`src/rtl/utf8_to_code_point_decoder_defines.svh`:
```
// Assertion macros used by the UTF-8 decoder core.
`ifndef UTF8_TO_CODE_POINT_DECODER_DEFINES_SVH
`define UTF8_TO_CODE_POINT_DECODER_DEFINES_SVH

// Same-cycle implication, checked on every rising clk edge outside reset.
`define U8DEC_ASSERT_NOW(label, cause, effect) \
    label: assert property (@(posedge clk) disable iff (!rst_n) (cause) |-> (effect)) \
        else $error("u8dec: same-cycle check failed");

// Next-cycle implication, checked on every rising clk edge outside reset.
`define U8DEC_ASSERT_NEXT(label, cause, effect) \
    label: assert property (@(posedge clk) disable iff (!rst_n) (cause) |=> (effect)) \
        else $error("u8dec: next-cycle check failed");

`endif

```
`src/rtl/u8dec_pkg.sv`:
```
// Types and constants shared by the UTF-8 decoder modules.
package u8dec_pkg;

    localparam int unsigned BYTE_W = 8;
    localparam int unsigned CP_W   = 21;
    localparam int unsigned PEND_W = 2;

    // Result status codes
    typedef enum logic [1:0] {
        ST_OK      = 2'd0,
        ST_INVALID = 2'd1,
        ST_TRUNC   = 2'd2
    } status_t;

    // One input beat
    typedef struct packed {
        logic [BYTE_W-1:0] byte_in;
        logic              end_of_text;
    } byte_beat_t;

    // One result beat
    typedef struct packed {
        logic [CP_W-1:0] code_point;
        logic [1:0]      status;
        logic            end_flag;
    } cp_beat_t;

    // Input register contents handed to the decode stage
    typedef struct packed {
        logic       valid;
        byte_beat_t beat;
    } stage_t;

endpackage

```
`src/rtl/u8dec_byte_if.sv`:
```
// Valid/ready channel carrying raw UTF-8 byte beats.
interface u8dec_byte_if;
    logic                  valid;
    logic                  ready;
    u8dec_pkg::byte_beat_t payload;

    modport source (output valid, output payload, input ready);
    modport sink   (input valid, input payload, output ready);
endinterface

```
`src/rtl/u8dec_cp_if.sv`:
```
// Valid/ready channel carrying decoded code point beats.
interface u8dec_cp_if;
    logic                valid;
    logic                ready;
    u8dec_pkg::cp_beat_t payload;

    modport source (output valid, output payload, input ready);
    modport sink   (input valid, input payload, output ready);
endinterface

```
`src/rtl/utf8_to_code_point_decoder.sv`:
```
// An accepted byte is held in the input register; its result, if any, goes to the result register.
// One byte per cycle while the output is ready; input and result registers let a new byte
// enter while a finished code point waits on the output.
// The decode path is one compare/shift between the input and result registers.
// Reset (rst_n low, asynchronous) empties both stages and clears sequence state.
module utf8_to_code_point_decoder (
    input  logic        clk,
    input  logic        rst_n,
    u8dec_byte_if.sink  byte_ch,
    u8dec_cp_if.source  code_ch
);
    import u8dec_pkg::*;

    stage_t stage;
    logic   take;

    u8dec_in_reg u_in_reg (
        .clk     (clk),
        .rst_n   (rst_n),
        .byte_ch (byte_ch),
        .take    (take),
        .stage   (stage)
    );

    u8dec_core u_core (
        .clk     (clk),
        .rst_n   (rst_n),
        .stage   (stage),
        .take    (take),
        .code_ch (code_ch)
    );

endmodule

```
`src/rtl/u8dec_in_reg.sv`:
```
// Input register stage: captures one byte beat per cycle while empty or while the decode stage takes the held beat.
module u8dec_in_reg (
    input  logic                clk,
    input  logic                rst_n,
    u8dec_byte_if.sink          byte_ch,
    input  logic                take,
    output u8dec_pkg::stage_t   stage
);
    import u8dec_pkg::*;

    logic       valid_reg;
    logic       valid_next;
    byte_beat_t beat_reg;
    logic       load;

    // Room when empty or when the decode stage consumes the held beat
    assign byte_ch.ready = !valid_reg || take;
    assign load          = byte_ch.valid && byte_ch.ready;

    always_comb
    begin
        valid_next = valid_reg;
        if (load)
        begin
            valid_next = 1'b1;
        end
        else if (take)
        begin
            valid_next = 1'b0;
        end
    end

    always_ff @(posedge clk or negedge rst_n)
    begin
        if (!rst_n)
        begin
            valid_reg <= 1'b0;
        end
        else
        begin
            valid_reg <= valid_next;
        end
    end

    // Payload needs no reset
    always_ff @(posedge clk)
    begin
        if (load)
        begin
            beat_reg <= byte_ch.payload;
        end
    end

    assign stage.valid = valid_reg;
    assign stage.beat  = beat_reg;

endmodule

```
`src/rtl/u8dec_core.sv`:
```
// Decode stage: sequence state, byte decode and result register.
`include "utf8_to_code_point_decoder_defines.svh"

module u8dec_core (
    input  logic                clk,
    input  logic                rst_n,
    input  u8dec_pkg::stage_t   stage,
    output logic                take,
    u8dec_cp_if.source          code_ch
);
    import u8dec_pkg::*;

    logic [PEND_W-1:0] pending_reg;
    logic [PEND_W-1:0] pending_next;
    logic [CP_W-1:0]   partial_reg;
    logic [CP_W-1:0]   partial_next;
    logic              out_valid_reg;
    logic              out_valid_next;
    cp_beat_t          out_reg;

    logic [BYTE_W-1:0] b;
    logic              eot;
    logic [CP_W-1:0]   shifted;
    logic [PEND_W-1:0] pend_dec;
    logic              emit;
    cp_beat_t          res;
    logic [PEND_W-1:0] dec_pend;
    logic [CP_W-1:0]   dec_val;

    assign b   = stage.beat.byte_in;
    assign eot = stage.beat.end_of_text;

    // Consume the held beat when the result register is free or draining
    assign take = stage.valid && (!out_valid_reg || code_ch.ready);

    assign shifted  = {partial_reg[CP_W-7:0], b[5:0]};
    assign pend_dec = pending_reg - 2'd1;

    // Decode one byte against the current sequence state
    always_comb
    begin
        emit         = 1'b0;
        res          = '0;
        pending_next = pending_reg;
        partial_next = partial_reg;
        dec_pend     = '0;
        dec_val      = '0;

        if (pending_reg != '0)
        begin
            // Continuation: shift in six payload bits
            if (pend_dec == '0)
            begin
                emit           = 1'b1;
                res.code_point = shifted;
                res.status     = ST_OK;
                res.end_flag   = eot;
                pending_next   = '0;
                partial_next   = '0;
            end
            else if (eot)
            begin
                emit           = 1'b1;
                res.code_point = shifted;
                res.status     = ST_TRUNC;
                res.end_flag   = 1'b1;
                pending_next   = '0;
                partial_next   = '0;
            end
            else
            begin
                pending_next = pend_dec;
                partial_next = shifted;
            end
        end
        else
        begin
            // Lead byte classification
            if (b[7] == 1'b0)
            begin
                emit           = 1'b1;
                res.code_point = {{(CP_W-BYTE_W){1'b0}}, b};
                res.status     = ST_OK;
                res.end_flag   = eot;
            end
            else
            begin
                if (b[7:5] == 3'b110)
                begin
                    dec_pend = 2'd1;
                    dec_val  = {{(CP_W-5){1'b0}}, b[4:0]};
                end
                else if (b[7:4] == 4'b1110)
                begin
                    dec_pend = 2'd2;
                    dec_val  = {{(CP_W-4){1'b0}}, b[3:0]};
                end
                else if (b[7:3] == 5'b11110)
                begin
                    dec_pend = 2'd3;
                    dec_val  = {{(CP_W-3){1'b0}}, b[2:0]};
                end

                if (dec_pend == '0)
                begin
                    // Cannot lead: pass through as invalid
                    emit           = 1'b1;
                    res.code_point = {{(CP_W-BYTE_W){1'b0}}, b};
                    res.status     = ST_INVALID;
                    res.end_flag   = eot;
                end
                else if (eot)
                begin
                    emit           = 1'b1;
                    res.code_point = dec_val;
                    res.status     = ST_TRUNC;
                    res.end_flag   = 1'b1;
                end
                else
                begin
                    pending_next = dec_pend;
                    partial_next = dec_val;
                end
            end
        end
    end

    // Result register valid
    always_comb
    begin
        out_valid_next = out_valid_reg;
        if (take)
        begin
            out_valid_next = emit;
        end
        else if (code_ch.ready)
        begin
            out_valid_next = 1'b0;
        end
    end

    always_ff @(posedge clk or negedge rst_n)
    begin
        if (!rst_n)
        begin
            pending_reg   <= '0;
            partial_reg   <= '0;
            out_valid_reg <= 1'b0;
        end
        else
        begin
            out_valid_reg <= out_valid_next;
            if (take)
            begin
                pending_reg <= pending_next;
                partial_reg <= partial_next;
            end
        end
    end

    always_ff @(posedge clk)
    begin
        if (take && emit)
        begin
            out_reg <= res;
        end
    end

    assign code_ch.valid   = out_valid_reg;
    assign code_ch.payload = out_reg;

    // Checks
    `U8DEC_ASSERT_NOW(a_trunc_ends, out_valid_reg && (out_reg.status == ST_TRUNC), out_reg.end_flag)
    `U8DEC_ASSERT_NEXT(a_eot_clears, take && eot, pending_reg == '0)
    `U8DEC_ASSERT_NEXT(a_eot_result, take && eot, out_valid_reg && out_reg.end_flag)
    `U8DEC_ASSERT_NOW(a_idle_partial, pending_reg == '0, partial_reg == '0)
    `U8DEC_ASSERT_NOW(a_invalid_byte, out_valid_reg && (out_reg.status == ST_INVALID), out_reg.code_point[CP_W-1:BYTE_W] == '0)

endmodule

```
`src/flat_wrapper.sv`:
```
// flat-port wrapper written by rule: the top's interface ports become plain ports
module utf8_to_code_point_decoder_flat import u8dec_pkg::*;
  (clk, rst_n, byte_ch_valid, byte_ch_payload, byte_ch_ready, code_ch_valid, code_ch_payload, code_ch_ready);
  u8dec_byte_if byte_ch_i ();
  u8dec_cp_if code_ch_i ();
  input  logic clk;
  input  logic rst_n;
  input wire logic [$bits(byte_ch_i.valid)-1:0] byte_ch_valid;
  input wire logic [$bits(byte_ch_i.payload)-1:0] byte_ch_payload;
  output wire logic [$bits(byte_ch_i.ready)-1:0] byte_ch_ready;
  output wire logic [$bits(code_ch_i.valid)-1:0] code_ch_valid;
  output wire logic [$bits(code_ch_i.payload)-1:0] code_ch_payload;
  input wire logic [$bits(code_ch_i.ready)-1:0] code_ch_ready;
  assign byte_ch_i.valid = byte_ch_valid;
  assign byte_ch_i.payload = byte_ch_payload;
  assign byte_ch_ready = byte_ch_i.ready;
  assign code_ch_valid = code_ch_i.valid;
  assign code_ch_payload = code_ch_i.payload;
  assign code_ch_i.ready = code_ch_ready;
  utf8_to_code_point_decoder u_core (.clk(clk), .rst_n(rst_n), .byte_ch(byte_ch_i), .code_ch(code_ch_i));
endmodule
```
`config.mk`:
```
export PLATFORM = sky130hd
export DESIGN_NAME = utf8_to_code_point_decoder_flat
export DESIGN_NICKNAME = d
export VERILOG_FILES = /design/src/rtl/u8dec_pkg.sv /design/src/rtl/u8dec_byte_if.sv /design/src/rtl/u8dec_cp_if.sv /design/src/rtl/utf8_to_code_point_decoder.sv /design/src/rtl/u8dec_in_reg.sv /design/src/rtl/u8dec_core.sv /design/src/flat_wrapper.sv
export VERILOG_INCLUDE_DIRS = /design/src /design/src/rtl
export SDC_FILE = /design/constraint.sdc
export NUM_CORES = 1
export LEC_CHECK = 0
export ABC_AREA = 1
export BUFFER_PORTS_ARGS = -buffer_cell sky130_fd_sc_hd__buf_2
export CAP_MARGIN = 20
export CELL_PAD_IN_SITES_DETAIL_PLACEMENT = 1
export CELL_PAD_IN_SITES_GLOBAL_PLACEMENT = 2
export CORE_ASPECT_RATIO = 1.75
export CORE_MARGIN = 2
export CORE_UTILIZATION = 38
export CTS_CLUSTER_SIZE = 16
export DETAILED_ROUTE_END_ITERATION = 12
export PLACE_DENSITY_LB_ADDON = 0.15
export SETUP_SLACK_MARGIN = 0.02
export SYNTH_ARGS = -nofsm -noshare
export SYNTH_HDL_FRONTEND = slang
export SYNTH_SLANG_ARGS = --single-unit
```
`constraint.sdc`:
```
create_clock -name clk -period 5.1 [get_ports clk]
set_input_delay 0.255 -clock clk [delete_from_list [all_inputs] [get_ports clk]]
set_output_delay 0.255 -clock clk [all_outputs]
set_load 0.05 [all_outputs]
```
==> flow_metrics.env <==
export IMPL_dp_hpwl_um=3100
export IMPL_num_nets_final=259
export IMPL_vdd_drop_max_v=0.000294
export IMPL_leakage_nw=1.14
export IMPL_slowest_stage="inv_1"
export IMPL_largest_reg_flops=24
export IMPL_crit_fanout=24
export IMPL_place_congestion=0.779
export IMPL_crit_type="flip-flop to flip-flop"
export IMPL_die_y_um=106
export IMPL_wirelength_um=4250
export IMPL_post_route_period_util_pct=50.5
export IMPL_final_core_util_pct=44.8
export IMPL_via_per_inst=4.57
export IMPL_endpoint_kind="flip-flop"
export IMPL_pin_count=39
export IMPL_finalPower_mw=1.52
export IMPL_run_status="finished, final reports clean"
export IMPL_synth_area_leader_cell="edfxtp_1"
export IMPL_fin_tns_setup_ps=0
export IMPL_std_cell_rows=37
export IMPL_critical_path_top_delay_family="buffers and inverters"
export IMPL_final_layout_size_suffix_gt1_share_pct=30.6
export IMPL_synthDistinctLibCells=25
export IMPL_grt_first_pass_wirelength_um=7290
export IMPL_r2r_end="u_core.u_core.code_ch.payload[8]"
export IMPL_critPathArrivalTime_ps=2510
export IMPL_cp_num_buf_inv=3
export IMPL_antenna_found_initial=0
export IMPL_grt_pass1_vias=1560
export IMPL_synthCells=204
export IMPL_cp_required_ps=5040
export IMPL_cts_tree="built"
export IMPL_n_antenna_cell=0
export IMPL_areaGrowthSynthToFinish_pct=14.9
export IMPL_drt_initial_drc_count=45
export IMPL_powerDensity_nw_per_um2=580
export IMPL_syn_area_per_cell_um2=11.2
export IMPL_worstHoldStart="byte_ch_payload[5]"
export IMPL_dr_pass1_iters=4
export IMPL_overflow=0
export IMPL_clock_sinks=52
export IMPL_ant_nets=0
export IMPL_clk_pin_slew_worst_paths_ps=100
export IMPL_die_area_um2=6650
export IMPL_ys_seq_area_share_pct=64.5
export IMPL_relSlewSlack_pct=36.4
export IMPL_synth_compound_area_share_pct=8.64
export IMPL_start_kind="flip-flop"
export IMPL_synthMuxAreaShare_pct=0
export IMPL_cts_buffer_depth=2
export IMPL_root_buffer="clkbuf_8"
export IMPL_hold_end="u_core.u_in_reg.stage[5]"
export IMPL_dp_cells=314
export IMPL_holdPathStages=1
export IMPL_synth_simple_area_share_pct=17.3
export IMPL_hold_class="input port to flip-flop"
export IMPL_post_drt_wl_per_cell_um=13.1
export IMPL_synth_xor_area_share_pct=0
export IMPL_synth_area_leaders="edfxtp_1 (44%), dfrtp_1 (21%), nand2_1 (7.3%), inv_1 (5.3%), o21ai_2 (4.6%)"
export IMPL_startpoint="u_core.u_core.pending_reg[0]"
export IMPL_drc=0
export IMPL_max_slew_worst_pin_slew_ps=953
export IMPL_crit_chain="inv_1 > ha_1 > inv_1 > nand2_2 > nand3_1 > nand2_1 > inv_1"
export IMPL_fin_crit_ps=2580
export IMPL_synth_top_family_by_area="simple AND/OR/NAND/NOR gates"
export IMPL_r2r_setup_slack_ps=2520
export IMPL_synth_adder_area_share_pct=1.10
export IMPL_portBuffers=38
export IMPL_clk_latency_ps=310
export IMPL_ys_warn_count=0
export IMPL_final_instance_count_excl_fill=323
export IMPL_synth_fp_nets=219
export IMPL_cts_repair_resized=0
export IMPL_die_w_um=62.5
export IMPL_netlist_area_um2=2270
export IMPL_cpMostUsedCell="inv_1"
export IMPL_synthDominantCellAreaShare_pct=43.6
export IMPL_grt_usage_pct=14.2
export IMPL_slew_violations=0
export IMPL_worstRegToRegCells=7
export IMPL_vias=1476
export IMPL_skew_ps=11.8
export IMPL_final_common_cell="nand2_1"
export IMPL_critical_path_max_stage_delay_ps=690
export IMPL_core_region_area_um2=5830
export IMPL_initial_core_util_pct=39.0
export IMPL_max_cap_violations=0
export IMPL_htreeDepth=2
export IMPL_fmax_mhz=388
export IMPL_ys_ff_latch=52
export IMPL_setup_viol=0
export IMPL_mostFrequentLayoutCells="nand2_1 (44), buf_2 (38), edfxtp_1 (33), inv_1 (32), nor2_1 (21)"
export IMPL_hold_viol=0
export IMPL_cp_depth=7
export IMPL_grt_max_degree=31
export IMPL_rr_startpoint="u_core.u_core.pending_reg[0]"
export IMPL_rsz0062_at_grt="false"
export IMPL_numCtsBuffers=5
## power by group
| part | total, mW | internal [mW] | switching, mW |
|---|---|---|---|
| clock network | 0.245 | 0.101 | 0.144 |
| registers | 0.645 | 0.590 | 0.0550 |
| logic | 0.627 | 0.134 | 0.493 |
## metrics by stage
step / instance area [um^2] / hold slack [ps] / setup slack [ps]
3_5_place_dp: 2510 / 245 / 2520
2_1_floorplan: 2270 / -40.6 / 3070
6_report: 2610 / 117 / 2520
3_3_place_gp: 2510 / 240 / 2610
4_1_cts: 2610 / 106 / 2500
5_1_grt: 2610 / 109 / 2240
## worst max path at each step
stage | end | slack (ps)
floorplan | u_core.u_core.code_ch.payload[0] | 3070
global placement | u_core.u_core.code_ch.payload[6] | 2610
detailed placement | u_core.u_core.code_ch.payload[6] | 2520
CTS | u_core.u_core.code_ch.payload[8] | 2500
global route | u_core.u_core.code_ch.payload[5] | 2240
finish | u_core.u_core.code_ch.payload[8] | 2520
## cell usage after synthesis, drive strengths merged
library cell	number
a21boi	1
a21oi	1
a31oi	1
and3	1
buf	6
dfrtp	19
edfxtp	33
ha	2
inv	35
nand2	52
nand3	10
nor2	23
o211ai	4
o21ai	16
## routing by layer
metal | GRT usage [%] | up-vias | routed length [um]
met5 | 0 | - | 0
met4 | 6.83 | 0 | 125
met3 | 2.75 | 7 | 198
met2 | 27.3 | 40 | 2330
met1 | 14.4 | 700 | 1600
li1 | - | 729 | -
## cell type report
type	count	area, um^2
timing repair buffer	39	200
sequential	52	1470
clock inverter	3	27.5
clock buffer	5	68.8
inverter	35	139
multi-input combinational	111	614
fill	683	3220
tap	78	97.6
## logic make-up (layout without fill, tap and decap cells)
group / after synthesis / in the layout
flops: 52 / 52
compound gates: 23 / 23
simple gates: 86 / 86
fa+ha+maj: 2 / 2
buf+inv: 41 / 82
## repair_timing
action | in CTS | in global routing
setup buffers | 0 | 0
hold buffers | 1 | 0
endpoints found under the hold margin | 19 | 0
Power figures use the tool's default switching activity.
